$ cat src/md5bc_pkg.sv
// Shared types, constants and microcode for the MD5 block compression engine.
`default_nettype none

package md5bc_pkg;

   // Block geometry.
   localparam int WORDS_PER_BLOCK = 16;
   localparam int WORD_IDX_W      = $clog2(WORDS_PER_BLOCK);
   localparam int STEP_COUNT      = 64;
   localparam int STEP_W          = $clog2(STEP_COUNT);
   localparam logic [STEP_W-1:0]     STEP_LAST = STEP_W'(STEP_COUNT - 1);
   localparam logic [WORD_IDX_W-1:0] WORD_LAST = WORD_IDX_W'(WORDS_PER_BLOCK - 1);

   // Payload of one input transfer.
   typedef struct packed {
      logic [31:0] message_word;
      logic        restart;
   } req_payload_type;

   // Payload of one result transfer.
   typedef struct packed {
      logic [31:0] chain_a;
      logic [31:0] chain_b;
      logic [31:0] chain_c;
      logic [31:0] chain_d;
   } rsp_payload_type;

   // Standard initial chaining value.
   localparam logic [31:0] IV_A = 32'h67452301;
   localparam logic [31:0] IV_B = 32'hefcdab89;
   localparam logic [31:0] IV_C = 32'h98badcfe;
   localparam logic [31:0] IV_D = 32'h10325476;

   // Additive constants, one per step.
   localparam logic [31:0] MD5_SINE [STEP_COUNT] = '{
      32'hd76aa478, 32'he8c7b756, 32'h242070db, 32'hc1bdceee,
      32'hf57c0faf, 32'h4787c62a, 32'ha8304613, 32'hfd469501,
      32'h698098d8, 32'h8b44f7af, 32'hffff5bb1, 32'h895cd7be,
      32'h6b901122, 32'hfd987193, 32'ha679438e, 32'h49b40821,
      32'hf61e2562, 32'hc040b340, 32'h265e5a51, 32'he9b6c7aa,
      32'hd62f105d, 32'h02441453, 32'hd8a1e681, 32'he7d3fbc8,
      32'h21e1cde6, 32'hc33707d6, 32'hf4d50d87, 32'h455a14ed,
      32'ha9e3e905, 32'hfcefa3f8, 32'h676f02d9, 32'h8d2a4c8a,
      32'hfffa3942, 32'h8771f681, 32'h6d9d6122, 32'hfde5380c,
      32'ha4beea44, 32'h4bdecfa9, 32'hf6bb4b60, 32'hbebfbc70,
      32'h289b7ec6, 32'heaa127fa, 32'hd4ef3085, 32'h04881d05,
      32'hd9d4d039, 32'he6db99e5, 32'h1fa27cf8, 32'hc4ac5665,
      32'hf4292244, 32'h432aff97, 32'hab9423a7, 32'hfc93a039,
      32'h655b59c3, 32'h8f0ccc92, 32'hffeff47d, 32'h85845dd1,
      32'h6fa87e4f, 32'hfe2ce6e0, 32'ha3014314, 32'h4e0811a1,
      32'hf7537e82, 32'hbd3af235, 32'h2ad7d2bb, 32'heb86d391
   };

   // Rotate amounts, indexed by {round, step within group of four}.
   localparam logic [4:0] MD5_ROT [16] = '{
      5'd7, 5'd12, 5'd17, 5'd22,
      5'd5, 5'd9,  5'd14, 5'd20,
      5'd4, 5'd11, 5'd16, 5'd23,
      5'd6, 5'd10, 5'd15, 5'd21
   };

   // Rounds of sixteen steps each.
   typedef enum logic [1:0] {
      ROUND_F = 2'd0,
      ROUND_G = 2'd1,
      ROUND_H = 2'd2,
      ROUND_I = 2'd3
   } round_type;

   // Message word used by a step, from its round and low four step bits.
   function automatic logic [WORD_IDX_W-1:0] msg_index(input round_type rnd,
                                                       input logic [WORD_IDX_W-1:0] idx);
      logic [WORD_IDX_W-1:0] res;
      begin
         case (rnd)
            ROUND_F: res = idx;
            ROUND_G: res = WORD_IDX_W'(4'd1 + (idx << 2) + idx);
            ROUND_H: res = WORD_IDX_W'(4'd5 + (idx << 1) + idx);
            ROUND_I: res = WORD_IDX_W'((idx << 3) - idx);
            default: res = idx;
         endcase
         return res;
      end
   endfunction

   // Rotate a word left by a non-zero amount.
   function automatic logic [31:0] rotl32(input logic [31:0] x, input logic [4:0] s);
      logic [63:0] dbl;
      begin
         dbl = {x, x} << s;
         return dbl[63:32];
      end
   endfunction

   // Microcode sequencing.
   localparam int PC_W        = 2;
   localparam int UCODE_DEPTH = 2 ** PC_W;

   localparam logic [PC_W-1:0] PC_COLLECT = 2'd0;
   localparam logic [PC_W-1:0] PC_LOAD    = 2'd1;
   localparam logic [PC_W-1:0] PC_ROUND   = 2'd2;
   localparam logic [PC_W-1:0] PC_FINAL   = 2'd3;

   // Jump conditions: when the condition holds the sequencer goes to the
   // target, otherwise it falls through to the next control word.
   typedef enum logic [1:0] {
      COND_NEVER      = 2'd0,
      COND_WAIT_BLOCK = 2'd1,
      COND_ROUND_LOOP = 2'd2,
      COND_WAIT_OUT   = 2'd3
   } cond_type;

   typedef struct packed {
      logic            accept_en;
      logic            load_work;
      logic            do_round;
      logic            finalize;
      cond_type        cond;
      logic [PC_W-1:0] target;
   } ctrl_word_type;

   // The control program.
   localparam ctrl_word_type MD5BC_UCODE [UCODE_DEPTH] = '{
      '{accept_en: 1'b1, load_work: 1'b0, do_round: 1'b0, finalize: 1'b0,
        cond: COND_WAIT_BLOCK, target: PC_COLLECT},
      '{accept_en: 1'b0, load_work: 1'b1, do_round: 1'b0, finalize: 1'b0,
        cond: COND_NEVER, target: PC_COLLECT},
      '{accept_en: 1'b0, load_work: 1'b0, do_round: 1'b1, finalize: 1'b0,
        cond: COND_ROUND_LOOP, target: PC_ROUND},
      '{accept_en: 1'b0, load_work: 1'b0, do_round: 1'b0, finalize: 1'b1,
        cond: COND_WAIT_OUT, target: PC_FINAL}
   };

endpackage

`default_nettype wire

$ cat src/md5_block_compress_top.sv
// MD5 block compression engine: microcoded sequencer over a one-step-per-cycle datapath.
// Words of a block are taken one per cycle while the sequencer collects; the compression
// starts on the sixteenth. After a block's last word is taken, one load step, 64 round
// steps sharing one adder chain and one final add (held while a result waits) follow.
// The next block's words are not taken until the result of this block is registered.
// Synchronous reset loads the standard initial value and empties the result register.
`default_nettype none

module md5_block_compress_top import md5bc_pkg::*; (
   input  wire logic            clock,
   input  wire logic            reset,
   input  wire logic            req_valid,
   output logic                 req_stall,
   input  wire req_payload_type req_payload,
   output logic                 rsp_valid,
   input  wire logic            rsp_stall,
   output rsp_payload_type      rsp_payload
);

   // Sequencer state.
   logic [PC_W-1:0]       pc_ff, pc_in;
   logic [STEP_W-1:0]     step_ff;
   logic [WORD_IDX_W-1:0] count_ff;

   // Chaining value, working variables and block buffer.
   logic [31:0] chain_ff [4];
   logic [31:0] a_ff, b_ff, c_ff, d_ff;
   logic [31:0] buf_ff [WORDS_PER_BLOCK];

   // Result register.
   logic            rsp_valid_ff;
   rsp_payload_type rsp_payload_ff;

   ctrl_word_type         cw;
   logic                  req_xfer;
   logic                  last_word;
   logic [WORD_IDX_W-1:0] wr_idx;
   logic                  out_busy;
   logic                  taken;
   logic                  final_fire;

   round_type             rnd;
   logic [WORD_IDX_W-1:0] m_idx;
   logic [31:0]           f_val;
   logic [31:0]           t_val;
   logic [31:0]           b_new;
   logic [31:0]           sum_a, sum_b, sum_c, sum_d;

   // Current control word.
   assign cw = MD5BC_UCODE[pc_ff];

   // Input side: words are taken only in the collecting step.
   assign req_stall = !cw.accept_en;
   assign req_xfer  = req_valid && !req_stall;
   assign wr_idx    = req_payload.restart ? '0 : count_ff;
   assign last_word = req_xfer && (wr_idx == WORD_LAST);

   // The result register is occupied while a result waits to be taken.
   assign out_busy   = rsp_valid_ff && rsp_stall;
   assign final_fire = cw.finalize && !out_busy;

   // Jump condition evaluation and next step.
   always_comb begin
      case (cw.cond)
         COND_NEVER:      taken = 1'b0;
         COND_WAIT_BLOCK: taken = !last_word;
         COND_ROUND_LOOP: taken = (step_ff != STEP_LAST);
         COND_WAIT_OUT:   taken = out_busy;
         default:         taken = 1'b0;
      endcase
      pc_in = taken ? cw.target : pc_ff + PC_W'(1);
   end

   // One MD5 step.
   always_comb begin
      rnd   = round_type'(step_ff[STEP_W-1:STEP_W-2]);
      m_idx = msg_index(rnd, step_ff[WORD_IDX_W-1:0]);
      case (rnd)
         ROUND_F: f_val = (b_ff & c_ff) | (~b_ff & d_ff);
         ROUND_G: f_val = (b_ff & d_ff) | (c_ff & ~d_ff);
         ROUND_H: f_val = b_ff ^ c_ff ^ d_ff;
         ROUND_I: f_val = c_ff ^ (b_ff | ~d_ff);
         default: f_val = b_ff ^ c_ff ^ d_ff;
      endcase
      t_val = a_ff + f_val + buf_ff[m_idx] + MD5_SINE[step_ff];
      b_new = b_ff + rotl32(t_val, MD5_ROT[{rnd, step_ff[1:0]}]);
   end

   // Final feed-forward into the chaining value.
   assign sum_a = chain_ff[0] + a_ff;
   assign sum_b = chain_ff[1] + b_ff;
   assign sum_c = chain_ff[2] + c_ff;
   assign sum_d = chain_ff[3] + d_ff;

   // Control state.
   always_ff @(posedge clock) begin
      if (reset) begin
         pc_ff        <= PC_COLLECT;
         count_ff     <= '0;
         rsp_valid_ff <= 1'b0;
         chain_ff[0]  <= IV_A;
         chain_ff[1]  <= IV_B;
         chain_ff[2]  <= IV_C;
         chain_ff[3]  <= IV_D;
      end else begin
         pc_ff <= pc_in;
         if (req_xfer) begin
            count_ff <= wr_idx + WORD_IDX_W'(1);
            if (req_payload.restart) begin
               chain_ff[0] <= IV_A;
               chain_ff[1] <= IV_B;
               chain_ff[2] <= IV_C;
               chain_ff[3] <= IV_D;
            end
         end
         if (final_fire) begin
            chain_ff[0]  <= sum_a;
            chain_ff[1]  <= sum_b;
            chain_ff[2]  <= sum_c;
            chain_ff[3]  <= sum_d;
            rsp_valid_ff <= 1'b1;
         end else if (!rsp_stall) begin
            rsp_valid_ff <= 1'b0;
         end
      end
   end

   // Datapath registers without reset.
   always_ff @(posedge clock) begin
      if (req_xfer) begin
         buf_ff[wr_idx] <= req_payload.message_word;
      end
      if (cw.load_work) begin
         a_ff    <= chain_ff[0];
         b_ff    <= chain_ff[1];
         c_ff    <= chain_ff[2];
         d_ff    <= chain_ff[3];
         step_ff <= '0;
      end
      if (cw.do_round) begin
         a_ff    <= d_ff;
         d_ff    <= c_ff;
         c_ff    <= b_ff;
         b_ff    <= b_new;
         step_ff <= step_ff + STEP_W'(1);
      end
      if (final_fire) begin
         rsp_payload_ff.chain_a <= sum_a;
         rsp_payload_ff.chain_b <= sum_b;
         rsp_payload_ff.chain_c <= sum_c;
         rsp_payload_ff.chain_d <= sum_d;
      end
   end

   assign rsp_valid   = rsp_valid_ff;
   assign rsp_payload = rsp_payload_ff;

endmodule

`default_nettype wire
$ cat config.mk
export PLATFORM = sky130hd
export DESIGN_NAME = md5_block_compress_top
export DESIGN_NICKNAME = d
export VERILOG_FILES = /design/src/md5bc_pkg.sv /design/src/md5_block_compress_top.sv
export SDC_FILE = /design/constraint.sdc
export NUM_CORES = 2
export LEC_CHECK = 0
export ABC_AREA = 0
export BUFFER_PORTS_ARGS = -buffer_cell sky130_fd_sc_hd__buf_4
export CAP_MARGIN = 25
export CORE_AREA = 3 3 355 357
export CTS_CLUSTER_DIAMETER = 100
export DETAILED_ROUTE_END_ITERATION = 16
export DIE_AREA = 0 0 358 360
export GPL_ROUTABILITY_DRIVEN = 0
export SETUP_SLACK_MARGIN = 0.3
export SLEW_MARGIN = 20
export SYNTH_ARGS = -nofsm -noshare
export SYNTH_HDL_FRONTEND = slang
export SYNTH_SLANG_ARGS = --single-unit
$ cat constraint.sdc
create_clock -name clock -period 15.5 [get_ports clock]
set_clock_uncertainty 0.1 [all_clocks]
set_input_delay 1.55 -clock clock [delete_from_list [all_inputs] [get_ports clock]]
set_output_delay 1.55 -clock clock [all_outputs]
set_load 0.005 [all_outputs]
==> impl_metrics.ini <==
[logic_synthesis]
synth_mux_area_share_pct = 7.37
synth-xor-area-share_pct = 3.61
synth_compound_area_share_pct = 15.6
synth_top_family_by_area = compound AO/OA/AOI/OAI gates
ys_seq_elements = 909
ys_types = 84
synth_area_um2 = 52900
synth_edf_count = 870
yosys_most_used_dff = edfxtp_1
synth-adder-area-share_pct = 8.73
synth_common_cells = edfxtp_1 (870), a21oi_1 (370), nand2_1 (318), ha_1 (255), a211oi_1 (246)
yosys.area_share.simple_pct = 10.7
syn_inst = 4660
async_flop_share_pct = 0
post-synth-top-count-cell = edfxtp_1
synth_nets = 5023
synth-seq-area-share_pct = 50.9
netlist_top_cells_area = edfxtp_1 (49%), ha_1 (6.0%), mux2i_1 (4.0%)
synth_top_area_share_pct = 49.4
yosys_warnings = 0
synth.largest_area_cell = edfxtp_1
avgSynthCellArea_um2 = 11.3

[die]
die_y_um = 360
initial_core_util_pct = 42.9
row_count = 129
chipWidth_um = 358
core_area_um2 = 123000
ioPinCount = 167
die-area_um2 = 129000

[placed_design]
dp_hpwl_um = 102000
io_buffers = 166
pre_cts_slack_ns = 3.29

[global_route]
grt_overflow = 0
grt_pass1_wl_um = 227000
grt_max_degree = 201
grt_usage_pct = 23.2
grt_pass1_vias = 35300
antenna_found_initial = 4

[sta]
max_slew_margin_pct = 11.8
fmax_mhz = 80.6
worst_slew_pin_slew_ns = 1.32
setup-violations-final = 0
period_needed_ns = 12.41
holdWs_ns = 0.378
slew_viol_final = 0
tns_ns = 0
fin_crit_sh_pct = 80.1
hold_violations = 0
grt_setup_unrepaired = false
setup_ws_ns = 3.09

[cts]
clock_latency_ns = 0.74
post_cts_buffers = 0
postCtsHoldBufs = 0
clkSlewWorstSetupHoldPaths_ns = 0.06
post_cts_resized = 0
cts_buffer_depth = 3
cts_sinks = 909
htree_levels = 3
cts_root_buffer = clkbuf_16
numCtsBuffers = 97
cts_tree = done

[hold_path]
hold_class = reg -> reg
holdCritStartpoint = chain_ff[2][13]

[critical_path]
critPathLaunch = step_ff[1]
start_kind = flip-flop
crit_slowest_cell = ha_1
cp_common_cell = a211oi_1
worstSetupPathType = reg -> reg
critical-path-max-stage-delay_ns = 0.97
cp.arrival_ns = 12.76
cp-end-kind = flip-flop
cp_data_required_time_ns = 15.85
r2r_start = step_ff[1]
crit_fanout = 58

[run]
maxCapViolations = 0

[drt]
vias_per_cell = 5.84
final_antenna_net_count = 0
drt_wl_total_um = 152000
drtPass1Iterations = 8
drc = 0
wire_per_inst_um = 23.6
drt_iter0_drc = 4236
num_vias = 37800

[power]
power.density_nw_per_um2 = 87.1
p_leak_nw = 21.1
finalPower_mw = 5.15
peakVddDrop_v = 0.0000792

[finish]
areaGrowthSynthToFinish_pct = 12.0
finalNetCount = 5112
final_layout_size_suffix_gt1_share_pct = 12.4
antenna_cells = 0

[status]
status = complete, no violations
## sequential cells by signal (all words and copies together), names as in the netlist
signal       count
a_ff            32
b_ff            32
buf_ff         512
c_ff            32
chain_ff       128
count_ff         4
d_ff            32
pc_ff            2
rsp_payload    128
rsp_valid        1
step_ff          6
## report_power, final
part | total (mW) | internal, mW | leakage, nW | switching, mW
Combinational | 0.137 | 0.0466 | 11.4 | 0.0907
Sequential | 2.71 | 2.70 | 8.21 | 0.00789
Clock | 2.30 | 1.28 | 1.53 | 1.02
Total | 5.15 | 4.03 | 21.1 | 1.12
## worst max-delay path: cells and delay by family (launching register included)
family                   cells  cell delay (ns)
AO/OA/AOI/OAI               21             4.93
adder cells (fa/ha/maj)      5             2.77
buffers and inverters        5             1.62
AND/OR/NAND/NOR              4             1.29
multiplexers                 4             0.84
flip-flops                   1             0.31
XOR/XNOR                     1             0.22
## worst paths after layout
kind	endpoint	slack (ns)	cells past startpoint
hold reg to reg	chain_ff[2][13]	0.38	2
setup reg to reg	b_ff[31]	3.09	40
hold / removal	chain_ff[2][13]	0.38	2
setup / recovery	b_ff[31]	3.09	40
## cell usage in the layout, fill, tap and decap left out, drive strengths merged, types with 17 or more instances in the layout
master,count
xor2,80
nor2,243
xnor2,133
a21oi,370
fa,71
o21ai,241
edfxtp,870
clkinv,44
o2111ai,38
mux2,144
o22ai,45
inv,172
or3,19
nor3,52
o21a,32
nand2,318
nand4,17
ha,255
a31oi,60
o211ai,24
buf,238
and2,64
o21bai,23
nand3,85
dfxtp,39
mux2i,209
nand3b,36
and3,31
nand2b,98
a211oi,246
nor2b,154
a21o,75
clkbuf,121
## cell type report
class,count,area (um^2)
clock buffer,121,2580
clock inverter,57,593
fill,11200,64100
inverter,172,651
multi-input combinational,3331,24600
sequential,909,26900
tap,1637,2050
timing repair buffer,238,1860
## stage by stage
step / instance area, um^2 / util, % / cells
after detailed placement: 56000 / 45.4 / 6286
after global placement: 56000 / 45.4 / 6285
after floorplan: 52900 / - / 4660
after CTS: 59200 / 48.0 / 6464
after global routing: 59200 / 48.0 / 6465
final: 59200 / 48.0 / 6465
## cell families after synthesis
family          Yosys count
compound gates         1287
simple gates           1142
flops                   909
buf+inv                 420
mux                     361
fa+ha+maj               326
xor+xnor                215
## metal layers
layer  up-vias  routed length [um]  track usage [%]
li1      17700                   -                -
met1     18500               67500             33.0
met2      1274               70000             36.4
met3       259               10100             3.63
met4         2                4710             7.48
met5         -                   5                0
No activity file was read; power rests on OpenSTA's default activity.
